File: src/sv/cfd_pkg.sv
`default_nettype none

package cfd_pkg;

  // Default number of byte slots in the receive store.
  localparam int DEF_STORE_DEPTH = 64;

  // Frame format constants.
  localparam logic [7:0] HDR_FIRST   = 8'hFF;
  localparam logic [7:0] HDR_SECOND  = 8'hFE;
  localparam int         MIN_FRAME   = 10;
  localparam int         MIN_LENGTH  = 4;
  localparam int         FRAME_EXTRA = 6;
  localparam int         LEN_OFF     = 2;
  localparam int         LEN_LAST    = 5;
  localparam int         CMD_OFF     = 6;
  localparam int         PAYLOAD_OFF = 8;
  localparam int         HDR_BYTES   = 2;

  typedef enum logic [3:0] {
    ST_IDLE,
    ST_SCAN,
    ST_CHK,
    ST_LEN,
    ST_LCHK,
    ST_SUM,
    ST_SCHK,
    ST_EM_RD,
    ST_EM_WR
  } state_e;

  typedef enum logic [1:0] {
    OP_NONE,
    OP_PUSH,
    OP_DROP,
    OP_CLEAR
  } op_e;

  typedef enum logic [2:0] {
    CAP_NONE,
    CAP_LEN,
    CAP_CMD,
    CAP_SUM,
    CAP_WANT
  } cap_e;

  typedef struct packed {
    op_e  op;
    cap_e cap;
    logic clr_acc;
    logic load_out;
    logic out_empty;
    logic out_last;
  } cmd_t;

  typedef struct packed {
    logic is_ff;
    logic is_fe;
    logic last_ff;
    logic short_store;
    logic len_bad;
    logic incomplete;
    logic sum_ok;
    logic empty_frame;
    logic out_free;
  } status_t;

endpackage

`default_nettype wire

File: src/sv/cfd_ifs.sv
`default_nettype none

interface cfd_in_if;
  logic       valid;
  logic       ready;
  logic [7:0] rx_byte;

  modport source (output valid, output rx_byte, input ready);
  modport sink (input valid, input rx_byte, output ready);
endinterface

interface cfd_out_if;
  logic        valid;
  logic        ready;
  logic [15:0] command_code;
  logic [7:0]  payload_byte;
  logic        byte_valid;
  logic        frame_last;

  modport source (
    output valid, output command_code, output payload_byte,
    output byte_valid, output frame_last, input ready
  );
  modport sink (
    input valid, input command_code, input payload_byte,
    input byte_valid, input frame_last, output ready
  );
endinterface

`default_nettype wire

File: src/sv/cfd_dp.sv
`default_nettype none

module cfd_dp #(
  parameter int STORE_DEPTH = cfd_pkg::DEF_STORE_DEPTH,
  localparam int AW = $clog2(STORE_DEPTH),
  localparam int CW = $clog2(STORE_DEPTH + 1)
) (
  input  wire logic             clk_i,
  input  wire logic             rst_ni,
  input  wire cfd_pkg::cmd_t    cmd_i,
  input  wire logic [CW-1:0]    rd_off_i,
  input  wire logic [CW-1:0]    drop_amt_i,
  input  wire logic [7:0]       in_byte_i,
  input  wire logic             out_ready_i,
  output cfd_pkg::status_t      status_o,
  output logic [CW-1:0]         fill_o,
  output logic [CW-1:0]         total_o,
  output logic                  out_valid_o,
  output logic [15:0]           command_code_o,
  output logic [7:0]            payload_byte_o,
  output logic                  byte_valid_o,
  output logic                  frame_last_o
);

  logic [7:0]    mem_q [STORE_DEPTH];
  logic [7:0]    rd_data_q;
  logic [AW-1:0] head_q, head_d;
  logic [CW-1:0] fill_q, fill_d;
  logic [7:0]    last_q;
  logic [31:0]   len_q;
  logic [15:0]   cmd_q, sum_q, want_q;
  logic          out_valid_q;
  logic [15:0]   out_cmd_q;
  logic [7:0]    out_byte_q;
  logic          out_bv_q, out_last_q;

  logic [AW-1:0] rd_addr, wr_addr, drop_head;
  logic          full;

  // Ring index of a base plus an offset of at most the depth.
  function automatic logic [AW-1:0] ring_add(logic [AW-1:0] base, logic [CW-1:0] off);
    logic [CW:0] sum;
    sum = (CW+1)'(base) + (CW+1)'(off);
    if (sum >= (CW+1)'(STORE_DEPTH)) begin
      sum = sum - (CW+1)'(STORE_DEPTH);
    end
    return AW'(sum);
  endfunction

  assign full      = (fill_q == CW'(STORE_DEPTH));
  assign rd_addr   = ring_add(head_q, rd_off_i);
  assign wr_addr   = ring_add(head_q, fill_q);
  assign drop_head = ring_add(head_q, drop_amt_i);

  always_ff @(posedge clk_i) begin
    if (cmd_i.op == cfd_pkg::OP_PUSH) begin
      mem_q[wr_addr] <= in_byte_i;
    end
    rd_data_q <= mem_q[rd_addr];
  end

  always_comb begin
    head_d = head_q;
    fill_d = fill_q;
    case (cmd_i.op)
      cfd_pkg::OP_PUSH: begin
        if (full) begin
          head_d = ring_add(head_q, CW'(1));
        end else begin
          fill_d = fill_q + CW'(1);
        end
      end
      cfd_pkg::OP_DROP: begin
        head_d = drop_head;
        fill_d = fill_q - drop_amt_i;
      end
      cfd_pkg::OP_CLEAR: begin
        fill_d = '0;
      end
      default: begin
      end
    endcase
  end

  always_ff @(posedge clk_i or negedge rst_ni) begin
    if (!rst_ni) begin
      head_q      <= '0;
      fill_q      <= '0;
      out_valid_q <= 1'b0;
    end else begin
      head_q <= head_d;
      fill_q <= fill_d;
      if (cmd_i.load_out) begin
        out_valid_q <= 1'b1;
      end else if (out_ready_i) begin
        out_valid_q <= 1'b0;
      end
    end
  end

  always_ff @(posedge clk_i) begin
    if (cmd_i.op == cfd_pkg::OP_PUSH) begin
      last_q <= in_byte_i;
    end
    if (cmd_i.clr_acc) begin
      sum_q <= '0;
    end
    case (cmd_i.cap)
      cfd_pkg::CAP_LEN:  len_q  <= {rd_data_q, len_q[31:8]};
      cfd_pkg::CAP_CMD:  cmd_q  <= {rd_data_q, cmd_q[15:8]};
      cfd_pkg::CAP_SUM:  sum_q  <= sum_q + 16'(rd_data_q);
      cfd_pkg::CAP_WANT: want_q <= {rd_data_q, want_q[15:8]};
      default: begin
      end
    endcase
    if (cmd_i.load_out) begin
      out_cmd_q  <= cmd_q;
      out_byte_q <= cmd_i.out_empty ? 8'h00 : rd_data_q;
      out_bv_q   <= ~cmd_i.out_empty;
      out_last_q <= cmd_i.out_last;
    end
  end

  assign fill_o  = fill_q;
  assign total_o = len_q[CW-1:0] + CW'(cfd_pkg::FRAME_EXTRA);

  always_comb begin
    status_o.is_ff       = (rd_data_q == cfd_pkg::HDR_FIRST);
    status_o.is_fe       = (rd_data_q == cfd_pkg::HDR_SECOND);
    status_o.last_ff     = (last_q == cfd_pkg::HDR_FIRST);
    status_o.short_store = (fill_q < CW'(cfd_pkg::MIN_FRAME));
    status_o.len_bad     = (len_q < 32'(cfd_pkg::MIN_LENGTH)) ||
                           (len_q > 32'(STORE_DEPTH - cfd_pkg::FRAME_EXTRA));
    status_o.incomplete  = (fill_q < total_o);
    status_o.sum_ok      = (sum_q == want_q);
    status_o.empty_frame = (total_o == CW'(cfd_pkg::MIN_FRAME));
    status_o.out_free    = ~out_valid_q | out_ready_i;
  end

  assign out_valid_o    = out_valid_q;
  assign command_code_o = out_cmd_q;
  assign payload_byte_o = out_byte_q;
  assign byte_valid_o   = out_bv_q;
  assign frame_last_o   = out_last_q;

endmodule

`default_nettype wire

File: src/sv/cfd_ctrl.sv
`default_nettype none

module cfd_ctrl #(
  parameter int STORE_DEPTH = cfd_pkg::DEF_STORE_DEPTH,
  localparam int CW = $clog2(STORE_DEPTH + 1)
) (
  input  wire logic             clk_i,
  input  wire logic             rst_ni,
  input  wire logic             in_valid_i,
  output logic                  in_ready_o,
  input  wire cfd_pkg::status_t status_i,
  input  wire logic [CW-1:0]    fill_i,
  input  wire logic [CW-1:0]    total_i,
  output cfd_pkg::cmd_t         cmd_o,
  output logic [CW-1:0]         rd_off_o,
  output logic [CW-1:0]         drop_amt_o
);

  cfd_pkg::state_e st_q, st_d;
  logic [CW-1:0]   off_q, off_d;
  logic [CW-1:0]   tag_q, tag_d;
  logic            dv_q, dv_d;
  logic            prev_ff_q, prev_ff_d;

  always_ff @(posedge clk_i or negedge rst_ni) begin
    if (!rst_ni) begin
      st_q      <= cfd_pkg::ST_IDLE;
      off_q     <= '0;
      tag_q     <= '0;
      dv_q      <= 1'b0;
      prev_ff_q <= 1'b0;
    end else begin
      st_q      <= st_d;
      off_q     <= off_d;
      tag_q     <= tag_d;
      dv_q      <= dv_d;
      prev_ff_q <= prev_ff_d;
    end
  end

  always_comb begin
    st_d       = st_q;
    off_d      = off_q;
    tag_d      = tag_q;
    dv_d       = 1'b0;
    prev_ff_d  = prev_ff_q;
    in_ready_o = 1'b0;
    cmd_o      = '0;
    rd_off_o   = off_q;
    drop_amt_o = '0;

    case (st_q)
      cfd_pkg::ST_IDLE: begin
        in_ready_o = 1'b1;
        off_d      = '0;
        if (in_valid_i) begin
          cmd_o.op = cfd_pkg::OP_PUSH;
          st_d     = cfd_pkg::ST_SCAN;
        end
      end

      cfd_pkg::ST_SCAN: begin
        // Stream the store from the front, one byte per cycle, and look
        // for a header pair in the data returned for the previous offset.
        off_d = off_q + CW'(1);
        tag_d = off_q;
        dv_d  = 1'b1;
        if (dv_q) begin
          prev_ff_d = status_i.is_ff;
          if ((tag_q != '0) && prev_ff_q && status_i.is_fe) begin
            cmd_o.op   = cfd_pkg::OP_DROP;
            drop_amt_o = tag_q - CW'(1);
            st_d       = cfd_pkg::ST_CHK;
          end else if ((CW+1)'(tag_q) + (CW+1)'(1) >= (CW+1)'(fill_i)) begin
            // No header anywhere: keep only a trailing first header byte.
            if (status_i.last_ff && (fill_i != '0)) begin
              cmd_o.op   = cfd_pkg::OP_DROP;
              drop_amt_o = fill_i - CW'(1);
            end else begin
              cmd_o.op = cfd_pkg::OP_CLEAR;
            end
            st_d = cfd_pkg::ST_IDLE;
          end
        end
      end

      cfd_pkg::ST_CHK: begin
        if (status_i.short_store) begin
          st_d = cfd_pkg::ST_IDLE;
        end else begin
          rd_off_o = CW'(cfd_pkg::LEN_OFF);
          off_d    = CW'(cfd_pkg::LEN_OFF + 1);
          tag_d    = CW'(cfd_pkg::LEN_OFF);
          dv_d     = 1'b1;
          st_d     = cfd_pkg::ST_LEN;
        end
      end

      cfd_pkg::ST_LEN: begin
        off_d     = off_q + CW'(1);
        tag_d     = off_q;
        dv_d      = 1'b1;
        cmd_o.cap = cfd_pkg::CAP_LEN;
        if (tag_q == CW'(cfd_pkg::LEN_LAST)) begin
          st_d = cfd_pkg::ST_LCHK;
        end
      end

      cfd_pkg::ST_LCHK: begin
        if (status_i.len_bad) begin
          cmd_o.op   = cfd_pkg::OP_DROP;
          drop_amt_o = CW'(cfd_pkg::HDR_BYTES);
          off_d      = '0;
          st_d       = cfd_pkg::ST_SCAN;
        end else if (status_i.incomplete) begin
          st_d = cfd_pkg::ST_IDLE;
        end else begin
          rd_off_o      = CW'(cfd_pkg::CMD_OFF);
          off_d         = CW'(cfd_pkg::CMD_OFF + 1);
          tag_d         = CW'(cfd_pkg::CMD_OFF);
          dv_d          = 1'b1;
          cmd_o.clr_acc = 1'b1;
          st_d          = cfd_pkg::ST_SUM;
        end
      end

      cfd_pkg::ST_SUM: begin
        // Command word, payload bytes into the sum, then the checksum word.
        off_d = off_q + CW'(1);
        tag_d = off_q;
        dv_d  = 1'b1;
        if (tag_q < CW'(cfd_pkg::PAYLOAD_OFF)) begin
          cmd_o.cap = cfd_pkg::CAP_CMD;
        end else if (tag_q < total_i - CW'(2)) begin
          cmd_o.cap = cfd_pkg::CAP_SUM;
        end else begin
          cmd_o.cap = cfd_pkg::CAP_WANT;
        end
        if (tag_q == total_i - CW'(1)) begin
          st_d = cfd_pkg::ST_SCHK;
        end
      end

      cfd_pkg::ST_SCHK: begin
        if (!status_i.sum_ok) begin
          cmd_o.op   = cfd_pkg::OP_DROP;
          drop_amt_o = CW'(cfd_pkg::HDR_BYTES);
          off_d      = '0;
          st_d       = cfd_pkg::ST_SCAN;
        end else begin
          off_d = CW'(cfd_pkg::PAYLOAD_OFF);
          st_d  = cfd_pkg::ST_EM_RD;
        end
      end

      cfd_pkg::ST_EM_RD: begin
        st_d = cfd_pkg::ST_EM_WR;
      end

      cfd_pkg::ST_EM_WR: begin
        if (status_i.out_free) begin
          cmd_o.load_out  = 1'b1;
          cmd_o.out_empty = status_i.empty_frame;
          cmd_o.out_last  = status_i.empty_frame || (off_q == total_i - CW'(3));
          if (cmd_o.out_last) begin
            cmd_o.op   = cfd_pkg::OP_DROP;
            drop_amt_o = total_i;
            off_d      = '0;
            st_d       = cfd_pkg::ST_SCAN;
          end else begin
            off_d = off_q + CW'(1);
            st_d  = cfd_pkg::ST_EM_RD;
          end
        end
      end

      default: begin
        st_d = cfd_pkg::ST_IDLE;
      end
    endcase
  end

endmodule

`default_nettype wire

File: src/sv/checksummed_frame_deframer_core.sv
// A byte that completes no frame is handled by a header scan alone while fewer than 10 bytes
// are held from the header on, and by a header scan and a length read once the length field
// is present. A byte that completes a frame adds a checksum pass over the frame and a read
// and a write per result word; each failed header or checksum adds a rescan of the store.
// Throughput: one byte at a time, set by the single read port of the byte store.
// Reset (rst_ni low, asynchronous) empties the store and the output register.
`default_nettype none

module checksummed_frame_deframer_core #(
  parameter int STORE_DEPTH = cfd_pkg::DEF_STORE_DEPTH
) (
  input  wire logic   clk_i,
  input  wire logic   rst_ni,
  cfd_in_if.sink      rx_i,
  cfd_out_if.source   res_o
);

  localparam int CW = $clog2(STORE_DEPTH + 1);

  // Command and status between the sequencer and the store datapath.
  cfd_pkg::cmd_t    cmd;
  cfd_pkg::status_t status;
  logic [CW-1:0]    rd_off;
  logic [CW-1:0]    drop_amt;
  logic [CW-1:0]    fill;
  logic [CW-1:0]    total;

  // The sequencer walks the ring store: it hunts for the header, gathers the
  // length field, sums the payload against the trailing checksum and finally
  // replays the payload into the output register, one word per result.
  cfd_ctrl #(
    .STORE_DEPTH(STORE_DEPTH)
  ) u_ctrl (
    .clk_i      (clk_i),
    .rst_ni     (rst_ni),
    .in_valid_i (rx_i.valid),
    .in_ready_o (rx_i.ready),
    .status_i   (status),
    .fill_i     (fill),
    .total_i    (total),
    .cmd_o      (cmd),
    .rd_off_o   (rd_off),
    .drop_amt_o (drop_amt)
  );

  // The datapath holds the byte store as a ring with a head pointer and a
  // fill count, so dropping bytes from the front is a pointer move. Its
  // output register lets a finished word wait while the next byte comes in.
  cfd_dp #(
    .STORE_DEPTH(STORE_DEPTH)
  ) u_dp (
    .clk_i          (clk_i),
    .rst_ni         (rst_ni),
    .cmd_i          (cmd),
    .rd_off_i       (rd_off),
    .drop_amt_i     (drop_amt),
    .in_byte_i      (rx_i.rx_byte),
    .out_ready_i    (res_o.ready),
    .status_o       (status),
    .fill_o         (fill),
    .total_o        (total),
    .out_valid_o    (res_o.valid),
    .command_code_o (res_o.command_code),
    .payload_byte_o (res_o.payload_byte),
    .byte_valid_o   (res_o.byte_valid),
    .frame_last_o   (res_o.frame_last)
  );

endmodule

`default_nettype wire
File: src/flat_wrapper.sv
// flat-port wrapper written by rule: the top's interface ports become plain ports
module checksummed_frame_deframer_core_flat 
#(
  parameter int STORE_DEPTH = cfd_pkg::DEF_STORE_DEPTH
)
  (clk_i, rst_ni, rx_i_valid, rx_i_rx_byte, rx_i_ready, res_o_valid, res_o_command_code, res_o_payload_byte, res_o_byte_valid, res_o_frame_last, res_o_ready);
  cfd_in_if rx_i_i ();
  cfd_out_if res_o_i ();
  input  wire logic clk_i;
  input  wire logic rst_ni;
  input wire logic [$bits(rx_i_i.valid)-1:0] rx_i_valid;
  input wire logic [$bits(rx_i_i.rx_byte)-1:0] rx_i_rx_byte;
  output wire logic [$bits(rx_i_i.ready)-1:0] rx_i_ready;
  output wire logic [$bits(res_o_i.valid)-1:0] res_o_valid;
  output wire logic [$bits(res_o_i.command_code)-1:0] res_o_command_code;
  output wire logic [$bits(res_o_i.payload_byte)-1:0] res_o_payload_byte;
  output wire logic [$bits(res_o_i.byte_valid)-1:0] res_o_byte_valid;
  output wire logic [$bits(res_o_i.frame_last)-1:0] res_o_frame_last;
  input wire logic [$bits(res_o_i.ready)-1:0] res_o_ready;
  assign rx_i_i.valid = rx_i_valid;
  assign rx_i_i.rx_byte = rx_i_rx_byte;
  assign rx_i_ready = rx_i_i.ready;
  assign res_o_valid = res_o_i.valid;
  assign res_o_command_code = res_o_i.command_code;
  assign res_o_payload_byte = res_o_i.payload_byte;
  assign res_o_byte_valid = res_o_i.byte_valid;
  assign res_o_frame_last = res_o_i.frame_last;
  assign res_o_i.ready = res_o_ready;
  checksummed_frame_deframer_core #(.STORE_DEPTH(STORE_DEPTH)) u_core (.clk_i(clk_i), .rst_ni(rst_ni), .rx_i(rx_i_i), .res_o(res_o_i));
endmodule
File: config.mk
export PLATFORM = sky130hd
export DESIGN_NAME = checksummed_frame_deframer_core_flat
export DESIGN_NICKNAME = d
export VERILOG_FILES = /design/src/sv/cfd_pkg.sv /design/src/sv/cfd_ifs.sv /design/src/sv/cfd_dp.sv /design/src/sv/cfd_ctrl.sv /design/src/sv/checksummed_frame_deframer_core.sv /design/src/flat_wrapper.sv
export SDC_FILE = /design/constraint.sdc
export NUM_CORES = 1
export LEC_CHECK = 0
export BUFFER_PORTS_ARGS = -buffer_cell sky130_fd_sc_hd__buf_2
export CAP_MARGIN = 20
export CORE_UTILIZATION = 60
export DETAILED_ROUTE_END_ITERATION = 16
export GPL_ROUTABILITY_DRIVEN = 0
export PLACE_DENSITY_LB_ADDON = 0.15
export SLEW_MARGIN = 40
export SYNTH_ARGS = -nofsm -noshare
export SYNTH_HDL_FRONTEND = slang
export SYNTH_SLANG_ARGS = --single-unit
File: constraint.sdc
create_clock -name clk_i -period 7 [get_ports clk_i]
set_input_delay 0.35 -clock clk_i [delete_from_list [all_inputs] [get_ports clk_i]]
set_output_delay 0.35 -clock clk_i [all_outputs]
set_load 0.02 [all_outputs]
# Word-level counts from Yosys, hierarchy flattened
# Memory sizes are Yosys's and may differ from the RTL's. A register that Yosys moved wholly into a read port is not among the register bits.
# Index checks and enable logic that the tools add are counted.
# classes
addsub,19
mul,0
div,0
n_lt_le_gt_ge,11
n_eq_ne,36
shift,0
mux,72
bitwise,3
reduce_logical,22
# ops
cell,n
2-to-1 mux 7 bit,18
one-hot mux 7 bit (3 select lines),2
one-hot mux 7 bit (6 select lines),1
2-to-1 mux 4 bit,9
one-hot mux 4 bit (9 select lines),1
"greater-than comparator 32 x 6 -> 1 bit, second input constant",1
"less-than comparator 32 x 3 -> 1 bit, second input constant",1
2-to-1 mux 16 bit,2
2-to-1 mux 6 bit,5
one-hot mux 7 bit (4 select lines),1
adder 6 x 7 -> 8 bit,3
"== test 8 bit, second input constant",3
">= comparator 8 x 7 -> 1 bit, second input constant",3
"subtractor 6 x 1 -> 6 bit, second input constant",4
2-to-1 mux 3 bit,7
"subtractor 7 x 1 -> 7 bit, second input constant",3
2-to-1 mux 2 bit,10
"inequality test 2 bit, second input constant",9
adder 16 x 8 -> 16 bit,1
== test 16 bit,1
"== test 4 x 3 -> 1 bit, second input constant",4
"adder 7 x 1 -> 7 bit, second input constant",2
== test 7 bit,2
"less-than comparator 7 x 4 -> 1 bit, second input constant",2
41 further kinds,68
# totals
reg_bits,148
latch_bits,0
ram_bits,512
romBits,0
input_bits,12
output_inout_bits,28
elab_cells,181
memories,1
# memory_table
name,depth,width,read_ports,rd_ports_with_merged_regs,write_ports,line,source
u_core.u_dp.mem_q,64,8,1,1,1,cfd_dp.sv:25,logic [7:0] mem_q [STORE_DEPTH];

# Depth between registers and ports, before layout
# Gate-level depths: netlist (run 1).
# logic_depth
word_depth,11
ltp_mapped,23
ltp_nobuf,23

# Modules after synthesis
# Synthesis (run 1) repeated with hierarchy kept, for this count alone.
# hier_totals
cells_unflattened,1622
area_unflattened_um2,28657.5
# by_module_without_submodules
module,instances,cells_each,area_per_inst_um2,seq_area_each_um2
cfd_dp,1,1284,26021.2,19308.5
cfd_ctrl,1,338,2636.3,500.5

# Worst setup path before layout (run 1)
# Ideal clock, no wire load.
# synth_path
kind,reg2reg
from,reg u_core.u_dp.len_q[1]
to,"reg u_core.u_dp.rd_data_q[0], read port of u_core.u_dp.mem_q"
setup_time_ns,0.134
arrival_time_ns,5.285
required_ns,6.866
path_slack_ns,1.580
path_stages_with_launch,20
path_buffers,3
period_less_slack_ns,5.420
cell_sequence,edfxtp_1 buf_2 inv_1 ha_1 xnor2_2 inv_2 ha_1 a21o_1 maj3_1 o21ai_0 a21oi_1 nor2b_1 ha_1 inv_1 fa_1 clkbuf_1 clkbuf_1 mux4_2 mux4_2 mux4_2
# synth_between
elab_chain_cells,8
word_cells_on_any_way,12
classes_between,3 x add/sub; 4 x order compare; 4 x mux; 1 x reduce/logical
# synth_lines
item,line,source
start: declaration,cfd_dp.sv:30,logic [31:0] len_q;
start signal: assignment,cfd_dp.sv:109,"cfd_pkg::CAP_LEN: len_q <= {rd_data_q, len_q[31:8]};"
adder 7 x 3 -> 7 bit,cfd_dp.sv:125,assign total_o = len_q[CW-1:0] + CW'(cfd_pkg::FRAME_EXTRA);
less-than comparator 7 bit,cfd_dp.sv:134,status_o.incomplete = (fill_q < total_o);
2-to-1 mux 7 bit,cfd_ctrl.sv:115,end else if (status_i.incomplete) begin
2-to-1 mux 7 bit (*),cfd_ctrl.sv:110,if (status_i.len_bad) begin
one-hot mux 7 bit (2 select lines) (*),cfd_ctrl.sv:52,case (st_q)
adder 6 x 7 -> 8 bit (*),cfd_dp.sv:43,sum = (CW+1)'(base) + (CW+1)'(off);
>= comparator 8 x 7 -> 1 bit / subtractor 6 x 1 -> 6 bit (equally long branches),"cfd_dp.sv:44, cfd_dp.sv:45",
2-to-1 mux 6 bit (*),cfd_dp.sv:44,if (sum >= (CW+1)'(STORE_DEPTH)) begin
end: declaration,cfd_dp.sv:26,logic [7:0] rd_data_q;
# Every way passes the cells marked *; elsewhere a longest branch is shown, timed or not.
# A chain may end at the register's enable or synchronous reset.

# Worst setup path after layout (run 1)
# layout_path
from,reg u_core.u_dp.len_q[2]
to,"reg u_core.u_dp.rd_data_q[5], read port of u_core.u_dp.mem_q"
# The elaborated chain is that of the path after synthesis.

==> results by group, run 1 <==
Clocking
  • Clk_lat worst skew: 600 ps
  • CTS tree: yes
  • CTS Buf Count: 67
  • Maximum root-to-sink buffer count: 3
  • Worst-path clk slew: 60 ps
  • H-tree depth: 3
  • CTS Sinks: 668
  • Root Driver: clkbuf_16

Die
  • Chip height: 219 um
  • IO Count: 40
  • Die W: 219 um
  • Die ar.: 48000 um2
  • Core Area: 46600 um2
  • Row cnt: 79
  • Initial Util: 0.607

Min path
  • Worst Hold Path EP: u_core.u_dp.out_valid_o
  • Worst hold path stage count: 3
  • Min-delay worst type: in2reg
  • Hold wc startpoint: res_o_ready

STA
  • Max Freq: 162 MHz
  • Fin crit period: 6190 ps
  • Slew HR: 0.432
  • Unrepaired setup endpoints after global routing: false
  • Final setup TNS: 0 ps
  • Tcrit/Tclk final: 0.884
  • Slew at the pin with the worst max-slew slack: 849 ps
  • Final Hold Viols: 0
  • Final setup vio count: 0
  • Max-slew violation count: 0
  • Clock Skew: 21.7 ps

Logic synthesis
  • Syn Nets: 1646
  • Gate Count Post-Synth: 1569
  • Post-synth EDFFs: 626
  • Mapped Area: 28300 um2
  • Top_reg_cell synth: edfxtp_1
  • Register area share after synthesis: 0.700
  • Synth unique cells: 71
  • YS warnings: 0
  • Synthesized area per cell: 18.0 um2
  • Ys async rst share: 0.0509
  • Synthesized flop and latch total: 668

Pwr
  • Maximum VDD drop: 0.466 mV
  • Pwr dens: 454 nW/um2
  • Clock power frac: 0.244
  • Comb pwr share: 0.422
  • Sw frac: 0.329
  • Leak: 0.0104 uW
  • Seq pwr share: 0.334
  • Sw power: 4720 uW
  • Internal power: 9610 uW

Global route
  • First-pass GRT wire length: 92000 um
  • Initial antenna violation count: 0
  • GRT Total Usage: 0.266
  • Vias in the first global route: 14704
  • GRT overflow: 0
  • Largest net degree at the start of global routing: 66

Cells and area
  • Commonest non-fill, non-tap cell in the layout: edfxtp_1
  • Share of cells above drive strength 1: 0.235
  • Antenna Cells: 0
  • Most frequent cells in the layout: edfxtp_1, mux4_2, nor2_1, clkbuf_16, nand2_1
  • Final net count: 1725
  • Synth-to-Final Area Change: 11.7%
  • Finished Core Util: 0.679

Detailed routing
  • Wire per inst: 26.3 um
  • DRC: 0
  • Drt pass-1 iters: 5
  • Vias: 14721
  • Iteration-0 DRC count of the detailed router: 1370
  • Vias per cell: 6.39
  • Remaining antenna violation count after routing: 0
  • DRT Wirelength: 60700 um

Critical path
  • Worst R2R Path Depth: 18
  • Crit path capture type: register
  • R2R setup slack: 810 ps
  • Crit path DAT: 6650 ps
  • Crit Reg-Reg Startpoint: u_core.u_dp.len_q[2]
  • Capturing point of the worst reg2reg path: u_core.u_dp.rd_data_q[5]
  • CP required: 7460 ps
  • Startpoint class of the critical path: register
  • Crit Path Class: reg2reg
  • CP max FO: 50

Outcome
  • Status: completed

Flow run
  • Max-Cap Viols: 0

Placed design
  • Port bufs: 39
  • Final HPWL DP: 38800 um
## per-layer routing
metal	wire, um	vias to the layer above	global-route usage	share of wire
met1	24400	7594	0.365	0.40
met2	30300	595	0.440	0.50
met5	0	-	0	0
li1	-	6416	-	-
met3	4160	116	0.0426	0.069
met4	1790	0	0.0843	0.029
## power groups by stage
stage          Combinational, uW  Sequential (uW)  Clock, uW
2_1_floorplan               4410             4730          0
3_3_place_gp                6020             4870          0
3_5_place_dp                6090             4870          0
4_1_cts                     6130             4790       3530
5_1_grt                     6440             4800       3690
6_report                    6050             4790       3490
## logic make-up after synthesis
| family | count (synthesis) | synth area share |
|---|---|---|
| AO/OA/AOI/OAI | 154 | 0.0359 |
| multiplexers | 171 | 0.135 |
| buffers and inverters | 95 | 0.0131 |
| flip-flops | 668 | 0.700 |
| XOR/XNOR | 93 | 0.0308 |
| adder cells (fa/ha/maj) | 66 | 0.0304 |
| AND/OR/NAND/NOR | 322 | 0.0544 |
## per-stage QoR
stage / setup WS [ps] / std cells / instance area, um2 / hold slack (ps) / total power [uW]
floorplan: 1580 / 1569 / 28300 / 54.4 / 9140
global placement: 953 / 2184 / 29300 / 403 / 10900
detailed placement: 847 / 2185 / 29400 / 405 / 11000
CTS: 813 / 2305 / 31500 / 99.1 / 14400
global route: 507 / 2305 / 31600 / 115 / 14900
finish: 813 / 2305 / 31600 / 123 / 14300
## how the worst max path moves through the flow
stage | cells past startpoint | from | end | slack, ps
floorplan | 19 | u_core.u_dp.len_q[1] | u_core.u_dp.rd_data_q[0] | 1580
global placement | 18 | u_core.u_dp.len_q[2] | u_core.u_dp.rd_data_q[1] | 950
detailed placement | 18 | u_core.u_dp.len_q[2] | u_core.u_dp.rd_data_q[1] | 850
CTS | 18 | u_core.u_dp.len_q[2] | u_core.u_dp.rd_data_q[1] | 810
global route | 18 | u_core.u_dp.len_q[2] | u_core.u_dp.rd_data_q[1] | 510
finish | 18 | u_core.u_dp.len_q[2] | u_core.u_dp.rd_data_q[5] | 810
## synth_stat cells (3+ instances only)
library cell / number / area (um2)
edfxtp_1: 626 / 18800
mux4_2: 168 / 3780
nor2_1: 127 / 477
nand2_1: 64 / 240
ha_1: 60 / 751
xnor2_1: 60 / 526
clkbuf_1: 41 / 154
inv_1: 38 / 143
o21ai_0: 38 / 190
dfrtp_1: 34 / 851
a21oi_1: 30 / 150
xor2_1: 28 / 245
nand3_1: 24 / 120
nor2b_1: 21 / 131
a21o_1: 14 / 105
nand4_1: 13 / 81.3
nor4_1: 13 / 81.3
nand2b_1: 12 / 75.1
nor3_1: 12 / 60.1
and3_1: 10 / 62.6
buf_1: 10 / 37.5
o21a_1: 9 / 67.6
dfxtp_1: 8 / 160
a22o_1: 7 / 61.3
o211ai_1: 7 / 52.6
o31ai_1: 6 / 45.0
a31oi_1: 5 / 31.3
fa_1: 5 / 100
or2_2: 5 / 31.3
a211oi_1: 4 / 30.0
buf_2: 4 / 20.0
o21ai_1: 4 / 20.0
o21bai_1: 4 / 30.0
o22ai_1: 4 / 25.0
a21boi_0: 3 / 22.5
nand3b_1: 3 / 22.5
nor3b_1: 3 / 22.5
o31a_1: 3 / 26.3
or3_1: 3 / 18.8
xnor2_2: 3 / 48.8
## what timing repair did
action,CTS,global route
endpoints found under the hold margin,34,0
hold buffers,1,0
resized for setup,0,0
setup buffers,0,0
## registers in the layout, summed over array words and instances (netlist names)
name	count
u_core.u_ctrl.st_q	4
u_core.u_dp.sum_q	16
u_core.u_dp.fill_o	7
u_core.u_ctrl.dv_q	1
u_core.u_dp.frame_last_o	1
u_core.u_dp.rd_data_q	8
u_core.u_dp.command_code_o	16
u_core.u_ctrl.off_q	7
u_core.u_dp.payload_byte_o	8
u_core.u_dp.len_q	32
u_core.u_ctrl.tag_q	7
u_core.u_dp.mem_q	512
u_core.u_ctrl.prev_ff_q	1
u_core.u_dp.out_valid_o	1
u_core.u_dp.cmd_q	16
u_core.u_dp.byte_valid_o	1
u_core.u_dp.head_q	6
u_core.u_dp.want_q	16
u_core.u_dp.last_q	8
## critical path, stage by stage (launching register included)
cell and delay (ps):
edfxtp_1 460, inv_1 120, ha_1 290, xnor2_2 420, inv_2 130, ha_1 300, a21o_1 160, maj3_1 370
o21ai_0 270, a21oi_1 120, buf_4 180, nor2b_1 190, ha_4 160, inv_1 40, fa_4 1030, buf_12 330
mux4_2 410, mux4_2 520, mux4_2 470
## area by class of cell
cell class / instances / area, um2
clock buffer: 81 / 1790
clock inverter: 38 / 343
fill: 2995 / 15000
inverter: 39 / 146
multi-input combinational: 806 / 8270
sequential: 668 / 19800
tap: 607 / 759
timing repair buffer: 66 / 470
Power figures use the tool's default switching activity.
==> inputs of run 2 (changes only) <==
- BUFFER_PORTS_ARGS: -buffer_cell sky130_fd_sc_hd__buf_2 -> not set
- DONT_BUFFER_PORTS: not set -> 1
==> run 2 against run 1 <==
Against the previous run:
- cell count decreased by 1.3%
- final area about the same
- die area unchanged
- flip-flop and latch count unchanged
- sequential power about the same
- largest cell class unchanged
- maximum frequency about the same
- clock skew increased by 7.4 ps
- critical endpoint is now u_core.u_dp.rd_data_q[2]
- sequential share of layout area about the same
- routed wire length increased by 4.6%
==> results by group, run 2 (synthesis results as in run 1) <==
Detailed routing
  • Uppermost routed layer: met4 (unchanged)
  • Wl on met1: 25600 um (was 24400 um)
  • Wire per inst: 27.9 um (was 26.3 um)
  • DR WL met3: 4570 um (was 4160 um)
  • DRC: 0 (unchanged)
  • Vias: 14706 (was 14721)
  • Remaining antenna violation count after routing: 0 (unchanged)
  • Drt pass-1 iters: 6 (was 5)
  • Vias per cell: 6.47 (was 6.39)
  • Iteration-0 DRC count of the detailed router: 1460 (was 1370)
  • DRT Wirelength: 63500 um (was 60700 um)
  • Metal2 WL: 31500 um (was 30300 um)

Cells and area
  • Antenna Cells: 0 (unchanged)
  • Final net count: 1693 (was 1725)
  • Share of cells above drive strength 1: 0.226 (was 0.235)
  • Top flop regs: u_core.u_dp.mem_q: 512 flops, u_core.u_dp.len_q: 32 flops (unchanged)
  • Most frequent cells in the layout: edfxtp_1, mux4_2, nor2_1, clkbuf_16, nand2_1 (unchanged)
  • Commonest non-fill, non-tap cell in the layout: edfxtp_1 (unchanged)
  • Synth-to-Final Area Change: 11.8% (was 11.7%)
  • Biggest register: u_core.u_dp.mem_q (unchanged)
  • Finished Core Util: 0.679 (about the same)
  • Fin area: 31600 um2 (about the same)
  • Max reg flops: 512 (unchanged)

Placed design
  • Post-DP Area: 29200 um2 (was 29400 um2)
  • Placement Setup Slack: 819 ps (was 847 ps)
  • Final HPWL DP: 39500 um (was 38800 um)
  • Port bufs: 0 (was 39)

Critical path
  • Worst Path Buf+Inv: 4 (was 5)
  • Cell Chain, Critical Path: inv_1 -> ha_1 -> xnor2_2 -> inv_2 -> ha_1 -> a21o_1 -> maj3_1 -> o21ai_0 -> a21oi_1 -> nor2b_1 -> ha_4 -> inv_1 -> fa_4 -> buf_4 -> mux4_2 -> mux4_2 -> mux4_2 (was inv_1 -> ha_1 -> xnor2_2 -> inv_2 -> ha_1 -> a21o_1 -> maj3_1 -> o21ai_0 -> a21oi_1 -> buf_4 -> nor2b_1 -> ha_4 -> inv_1 -> fa_4 -> buf_12 -> mux4_2 -> mux4_2 -> mux4_2)
  • Crit path largest cell delay: 1210 ps (was 1030 ps)
  • Crit-path slowest cell: fa_4 (unchanged)
  • Top delay family on crit path: adder cells (unchanged)
  • Top cell by count, worst path: mux4_2 (unchanged)
  • Startpoint class of the critical path: register (unchanged)
  • Crit path capture type: register (unchanged)
  • CP max FO: 33 (was 50)
  • Worst R2R Path Depth: 17 (was 18)
  • CP required: 7470 ps (was 7460 ps)
  • Stages on worst setup path: 17 (was 18)
  • Crit path DAT: 6660 ps (was 6650 ps)
  • Crit Path Class: reg2reg (unchanged)

Die
  • Row cnt: 79 (unchanged)
  • Core Area: 46600 um2 (unchanged)
  • Die ar.: 48000 um2 (unchanged)
  • Die W: 219 um (unchanged)
  • Initial Util: 0.607 (unchanged)
  • Chip height: 219 um (unchanged)
  • IO Count: 40 (unchanged)

Clocking
  • CTS Sinks: 668 (unchanged)
  • H-tree depth: 3 (unchanged)
  • CTS tree: yes (unchanged)
  • CTS resizes: 0 (unchanged)
  • Clk_lat worst skew: 600 ps (about the same)
  • Root Driver: clkbuf_16 (unchanged)
  • Maximum root-to-sink buffer count: 3 (unchanged)
  • CTS Buf Count: 67 (unchanged)
  • Worst-path clk slew: 60 ps (about the same)

Global route
  • Largest net degree at the start of global routing: 66 (unchanged)
  • GRT Total Usage: 0.276 (was 0.266)
  • Vias in the first global route: 14833 (was 14704)
  • GRT overflow: 0 (unchanged)
  • Initial antenna violation count: 0 (unchanged)
  • First-pass GRT wire length: 95200 um (was 92000 um)

STA
  • Final setup vio count: 0 (unchanged)
  • Final setup TNS: 0 ps (unchanged)
  • Max-slew violation count: 0 (unchanged)
  • Fin crit period: 6190 ps (about the same)
  • Worst hold slack: 129 ps (was 123 ps)
  • Final Hold Viols: 0 (unchanged)
  • Unrepaired setup endpoints after global routing: false (unchanged)
  • Final worst setup slack: 810 ps (was 813 ps)
  • Clock Skew: 29.1 ps (was 21.7 ps)
  • Slew at the pin with the worst max-slew slack: 905 ps (was 849 ps)
  • Tcrit/Tclk final: 0.884 (about the same)
  • Max Freq: 162 MHz (about the same)
  • Slew HR: 0.395 (was 0.432)

Flow run
  • Max-Cap Viols: 0 (unchanged)

Outcome
  • Status: completed (unchanged)

Min path
  • Worst hold path stage count: 1 (was 3)
  • Min-delay worst type: in2reg (unchanged)

Pwr
  • Maximum VDD drop: 0.331 mV (was 0.466 mV)
  • Pwr dens: 457 nW/um2 (was 454 nW/um2)
  • Leak: 0.0104 uW (about the same)
==> run 2: cell types whose count changed in the layout (fill, tap and decap cells not counted), sizes merged <==
cell,delta
bufinv,-2
clkinv,-2
buf,-33
clkbuf,+6
clkinvlp,-1
dlygate4sd3,+1
==> run 2: layout make-up <==
| class | count | area, um2 |
|---|---|---|
| clock buffers | 87 | 1850 |
| clock inverters | 33 | 268 |
| fillers | 2941 | 14900 |
| repair buffers | 34 | 499 |
| inverters | 39 | 146 |
| multi-input cells | 806 | 8280 |
| well taps | 607 | 759 |
| flip-flops and latches | 668 | 19800 |
==> run 2: per-stage QoR <==
stage               total power [uW]  cells
global placement               10900   2142
CTS                            14500   2274
floorplan                       9140   1569
global route                   15000   2274
detailed placement             11000   2143
finish                         14500   2274
==> run 2: repair_timing <==
action,in CTS,in global routing
setup endpoints to repair,0,0
endpoints found under the hold margin,555,0
setup buffers,0,0
hold buffers,11,0
==> run 2: final timing paths <==
path                                      start                             to  slack, ps
setup reg to reg           u_core.u_dp.len_q[2]       u_core.u_dp.rd_data_q[2]        810
max in group asynchronous                rst_ni        u_core.u_dp.out_valid_o       6590
min in group asynchronous                rst_ni          u_core.u_dp.fill_o[0]        200
hold / removal                  rx_i_rx_byte[5]       u_core.u_dp.mem_q[25][5]        130
setup / recovery           u_core.u_dp.len_q[2]       u_core.u_dp.rd_data_q[2]        810
hold reg to reg            u_core.u_dp.cmd_q[4]  u_core.u_dp.command_code_o[4]        420
==> run 2: metal layers <==
layer	vias up	track usage
met5	-	0
met4	0	0.0910
met3	117	0.0606
met2	626	0.446
met1	7620	0.379
li1	6343	-
==> run 2: worst reg2reg max path: cells and delay by family, from the launching register on <==
kind / cells / cell delay, ps
XOR/XNOR: 1 / 410
multiplexers: 3 / 1380
buffers and inverters: 4 / 770
AO/OA/AOI/OAI: 3 / 550
adder cells (fa/ha/maj): 5 / 2300
AND/OR/NAND/NOR: 1 / 210
flip-flops: 1 / 460
==> run 2: power breakdown <==
group / internal [uW] / switching, uW / leakage, uW
clock network: 1990 / 1490 / 0.00105
logic: 3080 / 3100 / 0.00316
registers: 4560 / 237 / 0.00619
total: 9620 / 4830 / 0.0104
